File: src/sv/pvd_pkg.sv
// Package for the prefix varint stream decoder: payload structs and constants.
// Used by every module of the decoder; depends on nothing.
`timescale 1ns / 1ps
`default_nettype none
package pvd_pkg;

  localparam int unsigned ByteW   = 8;
  localparam int unsigned ValueW  = 64;
  localparam int unsigned LenW    = 4;
  localparam int unsigned PosW    = 16;

  localparam logic [PosW-1:0]  PosMax  = 16'hFFFF;
  localparam logic [ByteW-1:0] TopBit  = 8'h80;
  localparam logic [ByteW-1:0] ByteMax = 8'hFF;

  localparam logic STATUS_COMPLETE  = 1'b0;
  localparam logic STATUS_TRUNCATED = 1'b1;

  typedef struct packed {
    logic [ByteW-1:0] data_byte;
    logic             buffer_end;
  } pvd_in_t;

  typedef struct packed {
    logic [ValueW-1:0] value;
    logic [LenW-1:0]   length;
    logic              status;
    logic [PosW-1:0]   next_offset;
  } pvd_out_t;

endpackage
`default_nettype wire

File: src/sv/pvd_in_stage.sv
// Input register of the decoder: holds one accepted byte until the decode step takes it.
// Depends on pvd_pkg for the input payload type.
`timescale 1ns / 1ps
`default_nettype none
module pvd_in_stage (
  input  wire logic            clk,
  input  wire logic            rst_n,
  input  wire logic            in_valid,
  output logic                 in_ready,
  input  wire pvd_pkg::pvd_in_t in_data,
  input  wire logic            advance,
  output logic                 hold_valid,
  output pvd_pkg::pvd_in_t     hold_data
);

  logic             valid_r;
  logic             valid_nxt;
  pvd_pkg::pvd_in_t data_r;

  // Take a new byte when empty or when the held byte moves on this cycle
  assign in_ready   = !valid_r || advance;
  assign hold_valid = valid_r;
  assign hold_data  = data_r;

  always_comb begin
    valid_nxt = valid_r;
    if (in_ready) begin
      valid_nxt = in_valid;
    end
  end

  // Control register
  always_ff @(posedge clk) begin
    if (!rst_n) begin
      valid_r <= 1'b0;
    end else begin
      valid_r <= valid_nxt;
    end
  end

  // Payload register, no reset
  always_ff @(posedge clk) begin
    if (in_ready && in_valid) begin
      data_r <= in_data;
    end
  end

endmodule
`default_nettype wire

File: src/sv/pvd_decode.sv
// Decode step: prefix length count, value collection and buffer position tracking.
// Holds the open-integer state; depends on pvd_pkg for types and constants.
`timescale 1ns / 1ps
`default_nettype none
module pvd_decode (
  input  wire logic             clk,
  input  wire logic             rst_n,
  input  wire logic             fire,
  input  wire pvd_pkg::pvd_in_t item,
  output logic                  emit,
  output pvd_pkg::pvd_out_t     result
);

  logic [pvd_pkg::ValueW-1:0] acc_r,  acc_nxt;
  logic [pvd_pkg::LenW-1:0]   rem_r,  rem_nxt;
  logic [pvd_pkg::LenW-1:0]   seen_r, seen_nxt;
  logic                       busy_r, busy_nxt;
  logic [pvd_pkg::PosW-1:0]   pos_r,  pos_nxt;

  logic [pvd_pkg::LenW-1:0]   head_len;
  logic [pvd_pkg::ByteW-1:0]  head_mask;
  logic [pvd_pkg::ValueW-1:0] step_acc;
  logic [pvd_pkg::LenW-1:0]   step_rem;
  logic [pvd_pkg::LenW-1:0]   step_seen;
  logic [pvd_pkg::PosW-1:0]   step_pos;
  logic                       done;
  logic                       run;

  // Count leading ones of the first byte; encoded length is that plus one
  always_comb begin
    head_len = pvd_pkg::LenW'(1);
    run      = 1'b1;
    for (int i = pvd_pkg::ByteW - 1; i >= 0; i--) begin
      if (run && item.data_byte[i]) begin
        head_len = head_len + pvd_pkg::LenW'(1);
      end else begin
        run = 1'b0;
      end
    end
  end

  // Mask off prefix and separator bits; a nine-byte head keeps no value bits
  assign head_mask = (head_len > pvd_pkg::LenW'(pvd_pkg::ByteW)) ? '0 :
                     (pvd_pkg::ByteMax >> head_len);

  // Shift in the byte or start a new integer
  always_comb begin
    if (busy_r) begin
      step_acc  = {acc_r[pvd_pkg::ValueW-pvd_pkg::ByteW-1:0], item.data_byte};
      step_seen = seen_r + pvd_pkg::LenW'(1);
      step_rem  = rem_r - pvd_pkg::LenW'(1);
    end else begin
      step_acc  = {{(pvd_pkg::ValueW-pvd_pkg::ByteW){1'b0}}, item.data_byte & head_mask};
      step_seen = pvd_pkg::LenW'(1);
      step_rem  = head_len - pvd_pkg::LenW'(1);
    end
  end

  // Saturating position after this byte
  assign step_pos = (pos_r == pvd_pkg::PosMax) ? pvd_pkg::PosMax
                                               : pos_r + pvd_pkg::PosW'(1);
  assign done     = (step_rem == '0);
  assign emit     = done || item.buffer_end;

  // Result: full value on completion, zero with truncated status otherwise
  always_comb begin
    result.value       = done ? step_acc : '0;
    result.length      = step_seen;
    result.status      = done ? pvd_pkg::STATUS_COMPLETE : pvd_pkg::STATUS_TRUNCATED;
    result.next_offset = step_pos;
  end

  // Advance state; drop the open integer on emit, restart position at buffer end
  always_comb begin
    acc_nxt  = acc_r;
    rem_nxt  = rem_r;
    seen_nxt = seen_r;
    busy_nxt = busy_r;
    pos_nxt  = pos_r;
    if (fire) begin
      if (emit) begin
        acc_nxt  = '0;
        rem_nxt  = '0;
        seen_nxt = '0;
        busy_nxt = 1'b0;
      end else begin
        acc_nxt  = step_acc;
        rem_nxt  = step_rem;
        seen_nxt = step_seen;
        busy_nxt = 1'b1;
      end
      pos_nxt = item.buffer_end ? '0 : step_pos;
    end
  end

  always_ff @(posedge clk) begin
    if (!rst_n) begin
      acc_r  <= '0;
      rem_r  <= '0;
      seen_r <= '0;
      busy_r <= 1'b0;
      pos_r  <= '0;
    end else begin
      acc_r  <= acc_nxt;
      rem_r  <= rem_nxt;
      seen_r <= seen_nxt;
      busy_r <= busy_nxt;
      pos_r  <= pos_nxt;
    end
  end

endmodule
`default_nettype wire

File: src/sv/pvd_out_stage.sv
// Result register of the decoder: holds one result until the receiver takes it.
// Depends on pvd_pkg for the result payload type.
`timescale 1ns / 1ps
`default_nettype none
module pvd_out_stage (
  input  wire logic              clk,
  input  wire logic              rst_n,
  input  wire logic              load,
  input  wire pvd_pkg::pvd_out_t load_data,
  output logic                   can_load,
  output logic                   out_valid,
  input  wire logic              out_ready,
  output pvd_pkg::pvd_out_t      out_data
);

  logic              valid_r;
  logic              valid_nxt;
  pvd_pkg::pvd_out_t data_r;

  // Free this cycle when empty or when the held result transfers
  assign can_load  = !valid_r || out_ready;
  assign out_valid = valid_r;
  assign out_data  = data_r;

  always_comb begin
    valid_nxt = valid_r;
    if (can_load) begin
      valid_nxt = load;
    end
  end

  always_ff @(posedge clk) begin
    if (!rst_n) begin
      valid_r <= 1'b0;
    end else begin
      valid_r <= valid_nxt;
    end
  end

  always_ff @(posedge clk) begin
    if (can_load && load) begin
      data_r <= load_data;
    end
  end

endmodule
`default_nettype wire

File: src/sv/prefix_varint_stream_decoder_core.sv
// Prefix varint stream decoder, top level.
// Input channel (in_valid/in_ready/in_data) carries one buffer byte per transfer with a
// flag marking the last byte of the buffer. The result channel (out_valid/out_ready/
// out_data) carries one decoded integer: value, encoded length, status and the buffer
// offset after it. A byte that neither completes an integer nor ends the buffer gives
// no result. An integer whose buffer ends early gives value 0 with truncated status.
// The byte first sits in the input register, then the decode step loads the result
// register, so a result passes through both registers before it can transfer.
// Throughput: one byte per cycle while the result register can take what the held
// byte yields, set by the combinational decode step between the two registers.
// While the result register is full and out_ready is low, the held byte waits whether
// or not it yields a result, so in_ready drops and the pipeline holds.
// Reset (rst_n low, synchronous) empties both registers, closes any open integer and
// restarts the buffer position at zero. The position saturates at 65535.
// Depends on pvd_pkg, pvd_in_stage, pvd_decode and pvd_out_stage.
`timescale 1ns / 1ps
`default_nettype none
module prefix_varint_stream_decoder_core (
  input  wire logic              clk,
  input  wire logic              rst_n,
  input  wire logic              in_valid,
  output logic                   in_ready,
  input  wire pvd_pkg::pvd_in_t  in_data,
  output logic                   out_valid,
  input  wire logic              out_ready,
  output pvd_pkg::pvd_out_t      out_data
);

  logic              hold_valid;
  pvd_pkg::pvd_in_t  hold_data;
  logic              can_load;
  logic              advance;
  logic              fire;
  logic              emit;
  pvd_pkg::pvd_out_t result;

  // Move the held byte on when the result register can take whatever it yields
  assign advance = can_load;
  assign fire    = hold_valid && advance;

  pvd_in_stage u_in_stage (
    .clk        (clk),
    .rst_n      (rst_n),
    .in_valid   (in_valid),
    .in_ready   (in_ready),
    .in_data    (in_data),
    .advance    (advance),
    .hold_valid (hold_valid),
    .hold_data  (hold_data)
  );

  pvd_decode u_decode (
    .clk    (clk),
    .rst_n  (rst_n),
    .fire   (fire),
    .item   (hold_data),
    .emit   (emit),
    .result (result)
  );

  pvd_out_stage u_out_stage (
    .clk       (clk),
    .rst_n     (rst_n),
    .load      (fire && emit),
    .load_data (result),
    .can_load  (can_load),
    .out_valid (out_valid),
    .out_ready (out_ready),
    .out_data  (out_data)
  );

  // Length of a shown result is between one and nine bytes
  a_len_range: assert property (@(posedge clk) disable iff (!rst_n)
    out_valid |-> (out_data.length != 4'd0) && (out_data.length <= 4'd9))
    else $error("result length out of range");

  // A truncated result carries a zero value
  a_trunc_zero: assert property (@(posedge clk) disable iff (!rst_n)
    out_valid && (out_data.status == pvd_pkg::STATUS_TRUNCATED) |-> (out_data.value == '0))
    else $error("truncated result with nonzero value");

  // A complete one-byte integer fits in seven bits
  a_short_value: assert property (@(posedge clk) disable iff (!rst_n)
    out_valid && (out_data.status == pvd_pkg::STATUS_COMPLETE) && (out_data.length == 4'd1)
    |-> (out_data.value < 64'd128))
    else $error("one-byte integer exceeds seven bits");

endmodule
`default_nettype wire
File: config.mk
export PLATFORM = sky130hd
export DESIGN_NAME = prefix_varint_stream_decoder_core
export DESIGN_NICKNAME = d
export VERILOG_FILES = /design/src/sv/pvd_pkg.sv /design/src/sv/pvd_in_stage.sv /design/src/sv/pvd_decode.sv /design/src/sv/pvd_out_stage.sv /design/src/sv/prefix_varint_stream_decoder_core.sv
export SDC_FILE = /design/constraint.sdc
export NUM_CORES = 1
export LEC_CHECK = 0
export BUFFER_PORTS_ARGS = -buffer_cell sky130_fd_sc_hd__buf_4
export CORE_ASPECT_RATIO = 0.9
export CORE_MARGIN = 2
export CORE_UTILIZATION = 45
export DETAILED_ROUTE_END_ITERATION = 8
export GPL_TIMING_DRIVEN = 0
export PLACE_DENSITY = 0.65
export SETUP_SLACK_MARGIN = 0.1
export SLEW_MARGIN = 30
export SYNTH_ARGS = -nofsm -noshare
export SYNTH_HDL_FRONTEND = slang
export SYNTH_SLANG_ARGS = --single-unit
File: constraint.sdc
create_clock -name clk -period 11.5 [get_ports clk]
set_input_delay 1.725 -clock clk [delete_from_list [all_inputs] [get_ports clk]]
set_output_delay 1.725 -clock clk [all_outputs]
set_load 0.05 [all_outputs]
Word level (Yosys, flattened, before mapping)

Cells that the tools add are included.

Logic and storage cells: 71
Input port bits: 13
Flip-flop bits (word level): 177
Output and inout port bits: 87

Reduce and logical (&&, ||, !) cells: 17
Muxes and demuxes: 26
Bitwise gates (word level): 1
$lt $le $gt $ge: 1
Add/subtract/negate cells: 11
Shift operators: 1
Equality and inequality tests: 1

Operators by type and width:

| kind                                                 | number |
|---|---|
| 2-to-1 mux 64 bit                                    | 1 |
| 2-to-1 mux 56 bit                                    | 1 |
| 2-to-1 mux 4 bit                                     | 11 |
| adder 4 x 1 -> 4 bit, second input constant          | 8 |
| 2-to-1 mux 16 bit                                    | 2 |
| adder 16 x 1 -> 16 bit, second input constant        | 1 |
| == test 16 bit, second input constant                | 1 |
| logical AND 1 bit                                    | 11 |
| 2-to-1 mux 1 bit                                     | 9 |
| bitwise AND 8 bit                                    | 1 |
| 2-to-1 mux 8 bit                                     | 1 |
| >> shifter 8 x 4 -> 8 bit, first input constant      | 1 |
| subtractor 4 x 1 -> 4 bit, second input constant     | 2 |
| greater-than comparator 4 bit, second input constant | 1 |
| zero test 4 bit                                      | 1 |
| logical OR 1 bit                                     | 3 |
| zero test 1 bit                                      | 2 |
| 2-to-1 mux 2 bit                                     | 1 |

Longest topological paths before layout

Gate-level depths: netlist (run 1).

Depth in word-level cells: 21
Mapped depth: 18
Depth with buffers taken out: 17

Hierarchy

From an unflattened synthesis (run 1), not the netlist that was laid out.

Cells, all modules: 569
Area, all modules: 6961.7 µm²

By module, submodules not included:

| module                            | area an instance (µm²) | times used | sequential area each (µm²) | cells each |
|---|---|---|---|---|
| pvd_decode                        | 4011.3                 | 1          | 1621.6                     | 463 |
| pvd_out_stage                     | 2610.0                 | 1          | 2572.5                     | 90 |
| pvd_in_stage                      | 327.8                  | 1          | 290.3                      | 14 |
| prefix_varint_stream_decoder_core | 12.5                   | 1          | 0.0                        | 2 |

Least setup slack after synthesis (run 1)

OpenSTA, ideal clock, no wires.

Kind: flip-flop to flip-flop
Start: register u_in_stage.data_r (netlist bit u_in_stage.hold_data[3])
End: register u_out_stage.data_r (netlist bit u_out_stage.out_data[0]), enable pin
Clock period less this slack: 8074 ps
Path buffers: 1
Setup slack: 3426 ps
Library setup time: 556 ps
Data required time: 10944 ps
Data arrival time: 7517 ps
Cell stages (with the launch flop): 19
Path through: edfxtp_1 -> nor2b_1 -> o21ai_0 -> a21oi_1 -> inv_1 -> ha_1 -> or3_1 -> and2_1 -> ha_1 -> nand3_1 -> a21oi_1 -> a21oi_1 -> ha_1 -> nand2_1 -> or3_1 -> a22oi_4 -> inv_2 -> buf_6 -> a21oi_1

Word-level cells in the longest chain between the ends: 12
Elaborated cells between the ends (all ways): 16
Those cells by class: add/sub (3); mux (6); reduce/logical (7)

Ends and longest elaborated chain:

| element                                                          | line                                    | text |
|---|---|---|
| start: declaration                                               | pvd_in_stage.sv:18                      | `pvd_pkg::pvd_in_t data_r;` |
| start signal: assignment                                         | pvd_in_stage.sv:44                      | `data_r <= in_data;` |
| logical AND 1 bit (*)                                            | pvd_decode.sv:34                        | `if (run && item.data_byte[i]) begin` |
| 2-to-1 mux 4 bit / 2-to-1 mux 1 bit (equally long branches)      | pvd_decode.sv:34                        |  |
| adder 4 x 1 -> 4 bit / logical AND 1 bit (equally long branches) | pvd_decode.sv:35, pvd_decode.sv:34      |  |
| 2-to-1 mux 4 bit / 2-to-1 mux 1 bit (equally long branches)      | pvd_decode.sv:34                        |  |
| adder 4 x 1 -> 4 bit / logical AND 1 bit (equally long branches) | pvd_decode.sv:35, pvd_decode.sv:34      |  |
| 2-to-1 mux 4 bit (*)                                             | pvd_decode.sv:34                        |  |
| subtractor 4 x 1 -> 4 bit (*)                                    | pvd_decode.sv:55                        | `step_rem = head_len - pvd_pkg::LenW'(1);` |
| 2-to-1 mux 4 bit (*)                                             | pvd_decode.sv:48                        | `if (busy_r) begin` |
| zero test 4 bit (*)                                              | pvd_decode.sv:62                        | `assign done = (step_rem == '0);` |
| logical OR 1 bit (*)                                             | pvd_decode.sv:63                        | `assign emit = done \|\| item.buffer_end;` |
| logical AND 1 bit (*)                                            | prefix_varint_stream_decoder_core.sv:64 | `.load (fire && emit),` |
| logical AND 1 bit (*)                                            | pvd_out_stage.sv:41                     | `if (can_load && load) begin` |
| end signal: assignment                                           | pvd_out_stage.sv:42                     | `data_r <= load_data;` |
| end: declaration                                                 | pvd_out_stage.sv:18                     | `pvd_pkg::pvd_out_t data_r;` |

Every way passes the cells marked *; elsewhere a longest branch is shown, timed or not.
A chain may end at the register's enable or synchronous reset.

Final worst setup path (run 1)

Start: register u_in_stage.data_r (netlist bit u_in_stage.hold_data[5])
End: register u_out_stage.data_r (netlist bit u_out_stage.out_data[49]), enable pin

Word-level cells in the longest chain between the ends: 16
Elaborated cells between the ends (all ways): 24
Those cells by class: add/sub (5); mux (10); reduce/logical (9)

Ends and longest elaborated chain:

| element                                                          | line |
|---|---|
| logical AND 1 bit (*)                                            | pvd_decode.sv:34 |
| 2-to-1 mux 4 bit / 2-to-1 mux 1 bit (equally long branches)      | pvd_decode.sv:34 |
| adder 4 x 1 -> 4 bit / logical AND 1 bit (equally long branches) | pvd_decode.sv:35, pvd_decode.sv:34 |
| 2-to-1 mux 4 bit / 2-to-1 mux 1 bit (equally long branches)      | pvd_decode.sv:34 |
| adder 4 x 1 -> 4 bit / logical AND 1 bit (equally long branches) | pvd_decode.sv:35, pvd_decode.sv:34 |
| 2-to-1 mux 4 bit / 2-to-1 mux 1 bit (equally long branches)      | pvd_decode.sv:34 |
| adder 4 x 1 -> 4 bit / logical AND 1 bit (equally long branches) | pvd_decode.sv:35, pvd_decode.sv:34 |
| 2-to-1 mux 4 bit / 2-to-1 mux 1 bit (equally long branches)      | pvd_decode.sv:34 |
| adder 4 x 1 -> 4 bit / logical AND 1 bit (equally long branches) | pvd_decode.sv:35, pvd_decode.sv:34 |
| 2-to-1 mux 4 bit (*)                                             | pvd_decode.sv:34 |
| subtractor 4 x 1 -> 4 bit (*)                                    | pvd_decode.sv:55 |
| 2-to-1 mux 4 bit (*)                                             | pvd_decode.sv:48 |
| zero test 4 bit (*)                                              | pvd_decode.sv:62 |
| logical OR 1 bit (*)                                             | pvd_decode.sv:63 |
| logical AND 1 bit (*)                                            | prefix_varint_stream_decoder_core.sv:64 |
| logical AND 1 bit (*)                                            | pvd_out_stage.sv:41 |

Marked as above.

==> flow_summary_export.csv, run 1 <==
group,metric,value,unit
sta,setup_tns,0,ps
grt,antenna_found_initial,0,
pwr,p_switching,0.000341,W
clock_tree,cts_made_buffers,17,
pwr,pwr-share-comb,0.085,
synthesis,synthesis.area,7110,um2
worst_setup_path,required,11630,ps
synthesis,ys_ff_latch,177,
synthesis,yosysMostFrequentCell,"edfxtp_1",
worst_setup_path,startpoint_type,"flop",
clock_tree,clk_pin_slew,70,ps
drt,route.detailed.wl_per_inst,15.6,um
drt,drc_errors,0,
worst_setup_path,crit_arrival,5100,ps
sta,worstMarginPinSlew,542,ps
sta,period_share,0.432,
placed_design,port_buffers,99,
pwr,swShare,0.244,
cells_and_area,diodes,0,
clock_tree,cts_tree,"yes",
sta,finalHoldViolCount,0,
cells_and_area,fin_cells,986,
clock_tree,postCtsSetupRepairBufs,0,
drt,first_iter_violations,449,
worst_setup_path,cp_max_fo,22,
grt,first_global_vias,4974,
pwr,power_density,159,nW/um2
worst_setup_path,crit_type,"reg2reg",
drt,vias,5210,
clock_tree,cts-root-buf,"clkbuf_16",
synthesis,synthCells,649,
cells_and_area,drive_gt1_frac,0.199,
synthesis,synth_cell_types,48,
pwr,intPower,0.00106,W
synthesis,synth_seq_area_share,0.631,
drt,ant_nets,0,
floorplanning,initial_core_util,0.460,
worst_setup_path,end_kind,"flop",
clock_tree,clk_latency,440,ps
floorplanning,dieArea,16800,um2
sta,slew_headroom,0.639,
clock_tree,ctsResizeCount,0,
synthesis,synth_flop_cell,"edfxtp_1",
job,cap_viol_max_count,0,
drt,drt-total-wl,15.4,mm
grt,grt_overflow,0,
pwr,peakVddDrop,0.129,mV
floorplanning,die_h,123,um
floorplanning,ioPinCount,100,
pwr,power.share.clock,0.424,
synthesis,synth_nets,668,
drt,vias_per_cell,5.28,
drt,drt-pass1-iter-count,5,
synthesis,avgSynthCellArea,11.0,um2
floorplanning,die_w,136,um
synthesis,synth.area.top_cells,"edfxtp_1, dfxtp_1, and2_1",
synthesis,synthTopCellsByCount,"edfxtp_1, nand2_1, dfxtp_1",
clock_tree,cts_sinks,177,
grt,grt_util_all_layers,0.195,
status,run_status,"complete, no violations",
floorplanning,rows,43,
sta,finalCriticalPeriod,4970,ps
sta,finalSetupViolCount,0,
synthesis,synth_top_area_share,0.397,
synthesis,async_reset_ff_frac,0,
sta,rsz0062_at_grt,"false",
pwr,p_seq_frac,0.491,
worst_hold_path,hold_class,"reg2reg",
placed_design,post-dp-hpwl,11.1,mm
placed_design,routabilityCongestion,0.831,
synthesis,synth_edf_count,94,
sta,skew,13.7,ps
clock_tree,cts_max_level,4,
pwr,power.leakage,3.34,nW
sta,slew_violations,0,
synthesis,synth_top_cell_by_area,"edfxtp_1",
cells_and_area,finalNetCount,790,
floorplanning,design.core.area,15400,um2
grt,grt_pass1_wl,24.9,mm
cells_and_area,syn_to_final_growth,23.8,%
clock_tree,cts_max_path_buffers,2,
synthesis,yosysWarnings,0,
clock_tree,hold_buffers,0,
grt,grt_max_degree,25,
sta,fmax,201,MHz
placed_design,place_inst,954,
-- layout by cell type (no fill, tap or decap), drive strengths merged, types with 4 or more instances in the layout --
master	count
buf	108
edfxtp	94
nand2	86
dfxtp	83
o21ai	73
and2	65
nand3	63
clkbuf	57
nor2	14
a21oi	12
inv	11
o31ai	10
a22o	9
and3	7
xnor2	7
a21o	7
a31oi	6
nor2b	6
ha	6
a32o	5
clkinv	5
xor2	4
o221a	4
-- sequential cells by signal (all words and copies together) (netlist names) --
name                   flops
u_in_stage.hold_valid      1
u_decode.pos_r            16
u_decode.acc_r            56
u_in_stage.hold_data       9
u_decode.rem_r             4
u_decode.busy_r            1
u_out_stage.out_valid      1
u_decode.seen_r            4
u_out_stage.out_data      85
-- power by group through the flow --
stage	logic, W	clock network (W)	registers, W
5_1_grt	0.000128	0.000625	0.000688
4_1_cts	0.000120	0.000600	0.000687
3_5_place_dp	0.000119	0	0.000700
2_1_floorplan	0.0000422	0	0.000738
3_3_place_gp	0.000112	0	0.000704
6_report	0.000119	0.000592	0.000686
-- metrics by stage --
stage	area (um2)	power (W)	util	worst slack, ps	hold slack (ps)
floorplan	7110	0.000780	-	3430	417
global route	8800	0.00144	0.570	6100	478
CTS	8800	0.00141	0.570	6540	449
global placement	8100	0.000816	0.525	1550	432
detailed placement	8190	0.000819	0.530	6590	435
finish	8800	0.00140	0.570	6530	445
-- critical path: stages, from the launching register on --
cell,delay [ps]
edfxtp_1,420
inv_1,130
o21ai_0,100
a21oi_1,270
inv_1,80
ha_1,280
or3_1,390
and2_1,170
ha_1,290
nand3_1,90
a21oi_1,80
a21oi_1,200
ha_1,310
nand2_1,80
or3_1,370
a22oi_4,380
inv_2,110
buf_6,170
a21oi_4,260
buf_8,230
buf_8,220
-- path summary, 6_finish.rpt --
| kind | from | to | slack, ps | cells after the start |
|---|---|---|---|---|
| setup / recovery | u_in_stage.hold_data[5]$_DFFE_PP_ | u_out_stage.out_data[49]$_SDFFCE_PN0P_ | 6530 | 20 |
| hold / removal | u_decode.acc_r[48]$_SDFFE_PN0P_ | u_decode.acc_r[48]$_SDFFE_PN0P_ | 450 | 2 |
| setup reg to reg | u_in_stage.hold_data[5]$_DFFE_PP_ | u_out_stage.out_data[49]$_SDFFCE_PN0P_ | 6530 | 20 |
| hold reg to reg | u_decode.acc_r[48]$_SDFFE_PN0P_ | u_decode.acc_r[48]$_SDFFE_PN0P_ | 450 | 2 |
-- layout make-up --
class	instances	area, um2
multi-input cells	421	2420
well taps	202	253
clock buffers	18	429
fillers	1310	6650
clock inverters	14	180
plain buffers	44	184
inverters	7	26.3
repair buffers	103	816
flip-flops and latches	177	4480
-- logic make-up after synthesis --
logic type | after synthesis | share of synthesized area
simple gates | 264 | 0.188
fa+ha+maj | 6 | 0.0106
mux | 1 | 0.00158
buf+inv | 51 | 0.0296
xor+xnor | 11 | 0.0136
compound gates | 139 | 0.125
flops | 177 | 0.631
-- per-layer routing --
layer  track usage  up-vias  wire length (um)
met5             0        -                 0
met4        0.0651        0               189
met3        0.0554       15               866
met2         0.313      159              7300
met1         0.255     2459              7070
li1              -     2577                 -
(Power assumes the default switching activity.)
==> run 2: changes to the inputs <==
- ABC_AREA: not set -> 1
- PLACE_DENSITY: 0.65 -> 0.67
- clock period: 11.5 -> 4.1 ns (I/O delays scaled with it)
==> flow_summary_export.csv, run 2 <==
group,metric,value,unit
cells_and_area,fin_area,9080,um2
synthesis,synth_edf_count,94,
placed_design,post-dp-hpwl,11.3,mm
floorplanning,initial_core_util,0.459,
pwr,p_seq_frac,0.483,
sta,finalHoldViolCount,0,
grt,grt_max_degree,31,
synthesis,synth_seq_area_share,0.606,
floorplanning,dieArea,17500,um2
sta,slew_headroom,0.538,
sta,period_share,0.907,
synthesis,synth_top_family_by_area,"simple AND/OR/NAND/NOR gates",
cells_and_area,largest_register,"u_out_stage.out_data",
synthesis,synth_cell_types,35,
cells_and_area,top_regs,"u_out_stage.out_data: 85 flops, u_decode.acc_r: 56 flops, u_decode.pos_r: 16 flops",
synthesis,ys_ff_latch,177,
pwr,pwr-share-comb,0.118,
pwr,intPower,0.00300,W
clock_tree,cts_sinks,177,
sta,slew_violations,0,
sta,finalSetupViolCount,0,
clock_tree,clk_pin_slew,70,ps
floorplanning,design.core.area,16100,um2
grt,grt_use_met1,0.263,
status,run_status,"complete, no violations",
synthesis,synth-xor-area-share,0.00828,
grt,grt-busiest-layer,"met2",
drt,vias_per_cell,4.98,
cells_and_area,drive_gt1_frac,0.214,
sta,skew,10.0,ps
worst_setup_path,cp_slowest_cell,"edfxtp_1",
cells_and_area,largest_register_ffs,85,
synthesis,synth_top_cell_by_area,"edfxtp_1",
cells_and_area,syn_to_final_growth,22.6,%
worst_setup_path,crit_path_cell_trace,"nand3_4, nor2_8, inv_2, o21ai_2, nand2_1, ha_1, inv_1, nand4_1, nand2_1, inv_1, ha_1, nand3_1, nand3_1, nand2_2, ha_2, nand3b_1, nand2_1, nor2_2, nand2_2, buf_8, nand2_2, nand2_2, clkinvlp_4, buf_4",
worst_hold_path,hold_class,"in2reg",
synthesis,synth_top_area_share,0.381,
worst_setup_path,cp_max_fo,10,
drt,drt-total-wl,16.2,mm
sta,finalCriticalPeriod,3720,ps
worst_hold_path,min_path_cells,1,
drt,drt-pass1-iter-count,4,
grt,met2_usage,0.300,
synthesis,synth_mux_area_frac,0,
floorplanning,die_w,139,um
placed_design,port_buffers,99,
clock_tree,cts_tree,"yes",
floorplanning,ioPinCount,100,
cells_and_area,finalNetCount,899,
worst_setup_path,path_delay_family,"simple AND/OR/NAND/NOR gates",
worst_hold_path,holdPathEnd,"u_in_stage.hold_data[4]$_DFFE_PP_",
synthesis,synth_compound_area_frac,0.0769,
sta,worstMarginPinSlew,690,ps
synthesis,synthTopCellsByCount,"nand2_1, edfxtp_1, dfxtp_1",
pwr,p_switching,0.00101,W
drt,drc_errors,0,
placed_design,dp_slack,132,ps
clock_tree,hold_buffers,0,
placed_design,placed_area,8500,um2
placed_design,routabilityCongestion,0.852,
floorplanning,rows,44,
worst_setup_path,end_kind,"flop",
drt,ant_nets,0,
grt,first_global_vias,5428,
worst_setup_path,r2r_cells,24,
cells_and_area,fillers,1418,
synthesis,synth_flop_cell,"edfxtp_1",
drt,first_iter_violations,299,
worst_setup_path,startpoint_type,"flop",
clock_tree,clk_latency,430,ps
synthesis,synthesis.area,7410,um2
worst_setup_path,cp_num_buf_inv,6,
worst_setup_path,required,4230,ps
synthesis,synth_adder_area_share,0.0101,
sta,rsz0062_at_grt,"false",
clock_tree,cts_max_level,4,
grt,grt_overflow,0,
worst_hold_path,hp-start,"in_data[4]",
clock_tree,cts_made_buffers,17,
synthesis,synthSimpleGateAreaFrac,0.242,
sta,finalWorstSetupSlack,382,ps
worst_setup_path,rrSetupSlack,380,ps
clock_tree,cts_max_path_buffers,2,
worst_setup_path,crit_top_cell,"nand2_2",
worst_setup_path,crit_arrival,3850,ps
pwr,power.share.clock,0.399,
synthesis,synth_nets,777,
worst_setup_path,reg2reg_to,"u_out_stage.out_data[5]$_DFFE_PP_",
cells_and_area,diodes,0,
pwr,peakVddDrop,0.313,mV
floorplanning,die_h,126,um
cells_and_area,final_cell_mix,"nand2_1, buf_4, edfxtp_1, dfxtp_1, a21oi_1",
drt,vias,5481,
grt,antenna_found_initial,0,
synthesis,synth.area.top_cells,"edfxtp_1, dfxtp_1, nand2_1",
clock_tree,cts-root-buf,"clkbuf_16",
synthesis,avgSynthCellArea,9.77,um2
worst_setup_path,slowest_delay,440,ps
pwr,power_density,441,nW/um2
pwr,power.leakage,3.19,nW
grt,grt_pass1_wl,26.8,mm
drt,route.detailed.wl_per_inst,14.7,um
grt,use_met3,0.0414,
job,cap_viol_max_count,0,
worst_setup_path,timing.rr.start,"u_in_stage.hold_data[8]$_DFFE_PP_",
worst_setup_path,crit_type,"reg2reg",
sta,fmax,269,MHz
synthesis,yosysWarnings,0,
synthesis,yosysMostFrequentCell,"nand2_1",
synthesis,async_reset_ff_frac,0,
synthesis,synthCells,758,
cells_and_area,final_common_cell,"nand2_1",
pwr,swShare,0.252,
grt,grt_util_all_layers,0.190,
-- run 2: changes by cell type in the layout (fill, tap and decap cells not counted), moves of 9 or more --
cell	delta
a21oi_1	+68
nand3b_2	+10
nand2_1	+95
o21ai_0	-64
nand3b_1	+44
and2_1	-65
a22o_1	-9
nor2_1	+64
inv_1	+39
a21oi_2	+10
nand3_1	-39
-- run 2: layout make-up --
cell class                 instances  area [um2]  area share
buffer                            45         241      0.0266
multi-input combinational        487        2510       0.276
tap                              207         259      0.0285
inverter                          49         188      0.0207
clock inverter                    12         141      0.0156
timing repair buffer             103         826      0.0909
clock buffer                      20         437      0.0481
sequential                       177        4480       0.494
-- run 2: what timing repair did --
action                     CTS  global route
buffers inserted             0             1
setup endpoints to repair    0            86
gates resized for setup      0             0
-- run 2: how the worst max path moves through the flow --
stage,startpoint,endpoint,depth (start not counted)
2_1_floorplan,u_in_stage.hold_data[8]$_DFFE_PP_,u_out_stage.out_data[0]$_DFFE_PP_,23
3_3_place_gp,u_in_stage.hold_data[8]$_DFFE_PP_,u_out_stage.out_data[8]$_DFFE_PP_,23
3_5_place_dp,u_in_stage.hold_data[8]$_DFFE_PP_,u_out_stage.out_data[8]$_DFFE_PP_,24
4_1_cts,u_in_stage.hold_data[8]$_DFFE_PP_,u_out_stage.out_data[16]$_DFFE_PP_,24
5_1_grt,u_in_stage.hold_data[8]$_DFFE_PP_,u_out_stage.out_data[5]$_DFFE_PP_,24
6_report,u_in_stage.hold_data[8]$_DFFE_PP_,u_out_stage.out_data[5]$_DFFE_PP_,24
-- run 2: worst register-to-register path, cell delays in order (launching register included) --
cell and delay [ps]:
edfxtp_1 440, nand3_4 150, nor2_8 190, inv_2 60, o21ai_2 50, nand2_1 90
ha_1 290, inv_1 50, nand4_1 110, nand2_1 100, inv_1 40, ha_1 280
nand3_1 80, nand3_1 80, nand2_2 120, ha_2 180, nand3b_1 100, nand2_1 80
nor2_2 120, nand2_2 90, buf_8 160, nand2_2 70, nand2_2 70, clkinvlp_4 190
buf_4 240
-- run 2: through the flow --
step	instances	TNS, ps	util	total power (W)	hold slack [ps]
2_1_floorplan	758	-16550	-	0.00231	441
3_3_place_gp	1064	-90630	0.522	0.00244	450
3_5_place_dp	1067	0	0.527	0.00245	456
4_1_cts	1099	0	0.563	0.00404	352
5_1_grt	1100	0	0.563	0.00414	351
6_report	1100	0	0.563	0.00401	363
-- run 2: power by group through the flow --
stage / logic, W / registers (W) / clock network [W]
final: 0.000475 / 0.00194 / 0.00160
after global routing: 0.000509 / 0.00194 / 0.00170
after CTS: 0.000476 / 0.00194 / 0.00163
after detailed placement: 0.000475 / 0.00197 / 0
after global placement: 0.000461 / 0.00198 / 0
after floorplan: 0.000201 / 0.00210 / 0
-- run 2: routing by layer --
layer,up-vias,routed length (um),share of wire
li1,2773,-,-
met1,2560,7620,0.47
met2,134,7490,0.46
met3,14,869,0.054
met4,0,190,0.012
met5,-,0,0
-- run 2: cell families after synthesis --
family | after synthesis
buffers and inverters | 94
adders and majority gates | 6
DFF | 177
xor gates and xnor gates | 7
AOI/OAI and AO/OA | 103
and+or+nand+nor | 371
==> run 3: changes to the inputs <==
- BUFFER_PORTS_ARGS: -buffer_cell sky130_fd_sc_hd__buf_4 -> not set
- DONT_BUFFER_PORTS: not set -> 1
- PLACE_DENSITY: 0.67 -> not set
- REMOVE_ABC_BUFFERS: not set -> 1
- SYNTH_HIERARCHICAL: not set -> 1
==> flow_summary_export.csv, run 3 <==
group,metric,value,unit
cells_and_area,diodes,0,
cells_and_area,largest_register,"u_out_stage/out_data",
placed_design,routabilityCongestion,0.816,
cells_and_area,final_cell_mix,"nand2_1, edfxtp_1, inv_1, dfxtp_1, nor2_1",
sta,finalWorstSetupSlack,195,ps
worst_setup_path,cp_max_fo,10,
clock_tree,cts_sinks,177,
synthesis,synthCells,817,
synthesis,synth.area.top_cells,"edfxtp_1, dfxtp_1, nand2_1",
drt,vias_per_cell,5.11,
sta,worstMarginPinSlew,634,ps
grt,grt-busiest-layer,"met2",
synthesis,synth_seq_area_share,0.571,
synthesis,synth_edf_count,94,
worst_setup_path,cp_num_buf_inv,9,
cells_and_area,final_common_cell,"nand2_1",
drt,vias,5534,
synthesis,yosysMostFrequentCell,"nand2_1",
drt,ant_nets,0,
synthesis,ys_ff_latch,177,
sta,period_share,0.952,
job,cap_viol_max_count,0,
pwr,power.leakage,3.46,nW
cells_and_area,drive_gt1_frac,0.248,
worst_setup_path,r2r_cells,27,
grt,grt_overflow,0,
synthesis,yosysWarnings,6,
worst_hold_path,holdPathEnd,"u_in_stage/hold_data[1]$_DFFE_PP_",
worst_hold_path,hp-start,"in_data[1]",
worst_setup_path,crit_type,"reg2reg",
clock_tree,cts_made_buffers,17,
sta,finalCriticalPeriod,3900,ps
sta,finalSetupViolCount,0,
worst_setup_path,path_delay_family,"simple AND/OR/NAND/NOR gates",
synthesis,synth_top_area_share,0.360,
floorplanning,die_w,143,um
worst_setup_path,required,4240,ps
cells_and_area,final_util,0.540,
pwr,peakVddDrop,0.311,mV
worst_hold_path,min_path_cells,0,
drt,drt-pass1-iter-count,6,
grt,grt_pass1_wl,26.8,mm
synthesis,avgSynthCellArea,9.61,um2
sta,slew_violations,0,
placed_design,post-dp-hpwl,9.51,mm
synthesis,synth_cell_types,37,
clock_tree,clk_pin_slew,70,ps
worst_setup_path,rrSetupSlack,200,ps
sta,slew_headroom,0.577,
sta,skew,12.7,ps
placed_design,port_buffers,0,
synthesis,synthTopCellsByCount,"nand2_1, edfxtp_1, inv_1",
worst_hold_path,hold_class,"in2reg",
worst_setup_path,slowest_delay,450,ps
drt,drc_errors,0,
floorplanning,rows,45,
placed_design,dp_slack,-469,ps
clock_tree,cts_max_path_buffers,2,
pwr,power_density,434,nW/um2
cells_and_area,finalNetCount,853,
clock_tree,cts-root-buf,"clkbuf_16",
worst_setup_path,reg2reg_to,"u_out_stage/out_data[57]$_DFFE_PP_",
floorplanning,dieArea,18500,um2
grt,use_met3,0.0573,
cells_and_area,syn_to_final_growth,16.9,%
synthesis,synth_flop_cell,"edfxtp_1",
worst_setup_path,end_kind,"flop",
cells_and_area,top_regs,"u_out_stage/out_data: 85 flops, u_decode/acc_r: 56 flops, u_decode/pos_r: 16 flops",
grt,grt_max_degree,88,
synthesis,async_reset_ff_frac,0,
sta,fmax,256,MHz
grt,first_global_vias,5352,
grt,met2_usage,0.303,
floorplanning,initial_core_util,0.462,
worst_setup_path,timing.rr.start,"u_in_stage/hold_data[7]$_DFFE_PP_",
clock_tree,cts_tree,"yes",
status,run_status,"complete, no violations",
floorplanning,design.core.area,17000,um2
clock_tree,cts_max_level,4,
synthesis,synth_top_cell_by_area,"edfxtp_1",
worst_setup_path,crit_arrival,4040,ps
floorplanning,die_h,129,um
clock_tree,clk_latency,420,ps
sta,finalHoldViolCount,0,
drt,route.detailed.wl_per_inst,15.6,um
grt,antenna_found_initial,0,
synthesis,synthesis.area,7850,um2
clock_tree,hold_buffers,0,
drt,drt-total-wl,16.9,mm
cells_and_area,largest_register_ffs,85,
grt,grt_util_all_layers,0.184,
worst_setup_path,startpoint_type,"flop",
worst_setup_path,crit_top_cell,"inv_1",
drt,first_iter_violations,418,
worst_setup_path,cp_slowest_cell,"edfxtp_1",
grt,grt_use_met1,0.228,
floorplanning,ioPinCount,100,
run 3: changes by cell type after synthesis, sizes merged, moves of 2 or more:
cell,delta
nand3,+52
inv,+49
clkbuf,-3
nand3b,-54
nand2,+10
nor3,-3
buf,+4
a21oi,+2
run 3: cell families (layout without fill, tap and decap cells):
group / after synthesis / count (layout) / synth area share
buf+inv: 145 / 173 / 0.0814
compound gates: 108 / 108 / 0.0948
fa+ha+maj: 6 / 6 / 0.00956
simple gates: 375 / 377 / 0.236
flops: 177 / 177 / 0.571
xor+xnor: 6 / 6 / 0.00669
run 3: routing by layer:
metal	part of all wire	routed length, um	vias to the layer above
met4	0.023	395	0
met3	0.064	1080	35
met1	0.44	7400	2606
met2	0.47	8020	192
met5	0	0	-
li1	-	-	2701
run 3: what timing repair did:
action                     in CTS  in global routing
cloned                          3                  1
pin swaps                       3                  7
gates resized for setup         6                 11
buffers inserted               14                 14
setup endpoints to repair      85                 61
run 3: metrics by stage:
stage | TNS [ps] | total power, W | cell area [um2] | hold slack, ps | std cells
finish | 0 | 0.00398 | 9180 | 282 | 1082
global route | -270 | 0.00412 | 9180 | 262 | 1082
floorplan | -547040 | 0.00224 | 7580 | 441 | 771
global placement | -1175340 | 0.00231 | 7880 | 449 | 1006
detailed placement | -30950 | 0.00235 | 8220 | 455 | 1018
CTS | 0 | 0.00400 | 9000 | 263 | 1067
run 3: how the worst max path moves through the flow:
stage	start	end	slack, ps	cells after the start
final	u_in_stage/hold_data[7]$_DFFE_PP_	u_out_stage/out_data[57]$_DFFE_PP_	200	27
after floorplan	u_decode/busy_r$_SDFFE_PN0P_	u_out_stage/out_data[0]$_DFFE_PP_	-4820	13
after CTS	u_in_stage/hold_data[7]$_DFFE_PP_	u_out_stage/out_data[57]$_DFFE_PP_	130	27
after detailed placement	u_in_stage/hold_data[8]$_DFFE_PP_	u_out_stage/out_data[79]$_DFFE_PP_	-470	26
after global placement	u_decode/busy_r$_SDFFE_PN0P_	u_out_stage/out_data[63]$_DFFE_PP_	-8510	13
after global routing	u_in_stage/hold_data[7]$_DFFE_PP_	u_out_stage/out_data[65]$_DFFE_PP_	-20	27
run 3: cell type report:
class / count / area (um2)
timing repair buffer: 42 / 596
multi-input combinational: 497 / 2840
inverter: 99 / 379
clock buffer: 22 / 485
sequential: 177 / 4490
tap: 235 / 294
clock inverter: 10 / 97.6
fill: 1502 / 7830
run 3: power breakdown:
group / switching, W / internal (W) / leakage [nW]
Clock: 0.000686 / 0.000913 / 0.286
Sequential: 0.000128 / 0.00191 / 1.58
Combinational: 0.000231 / 0.000115 / 1.60
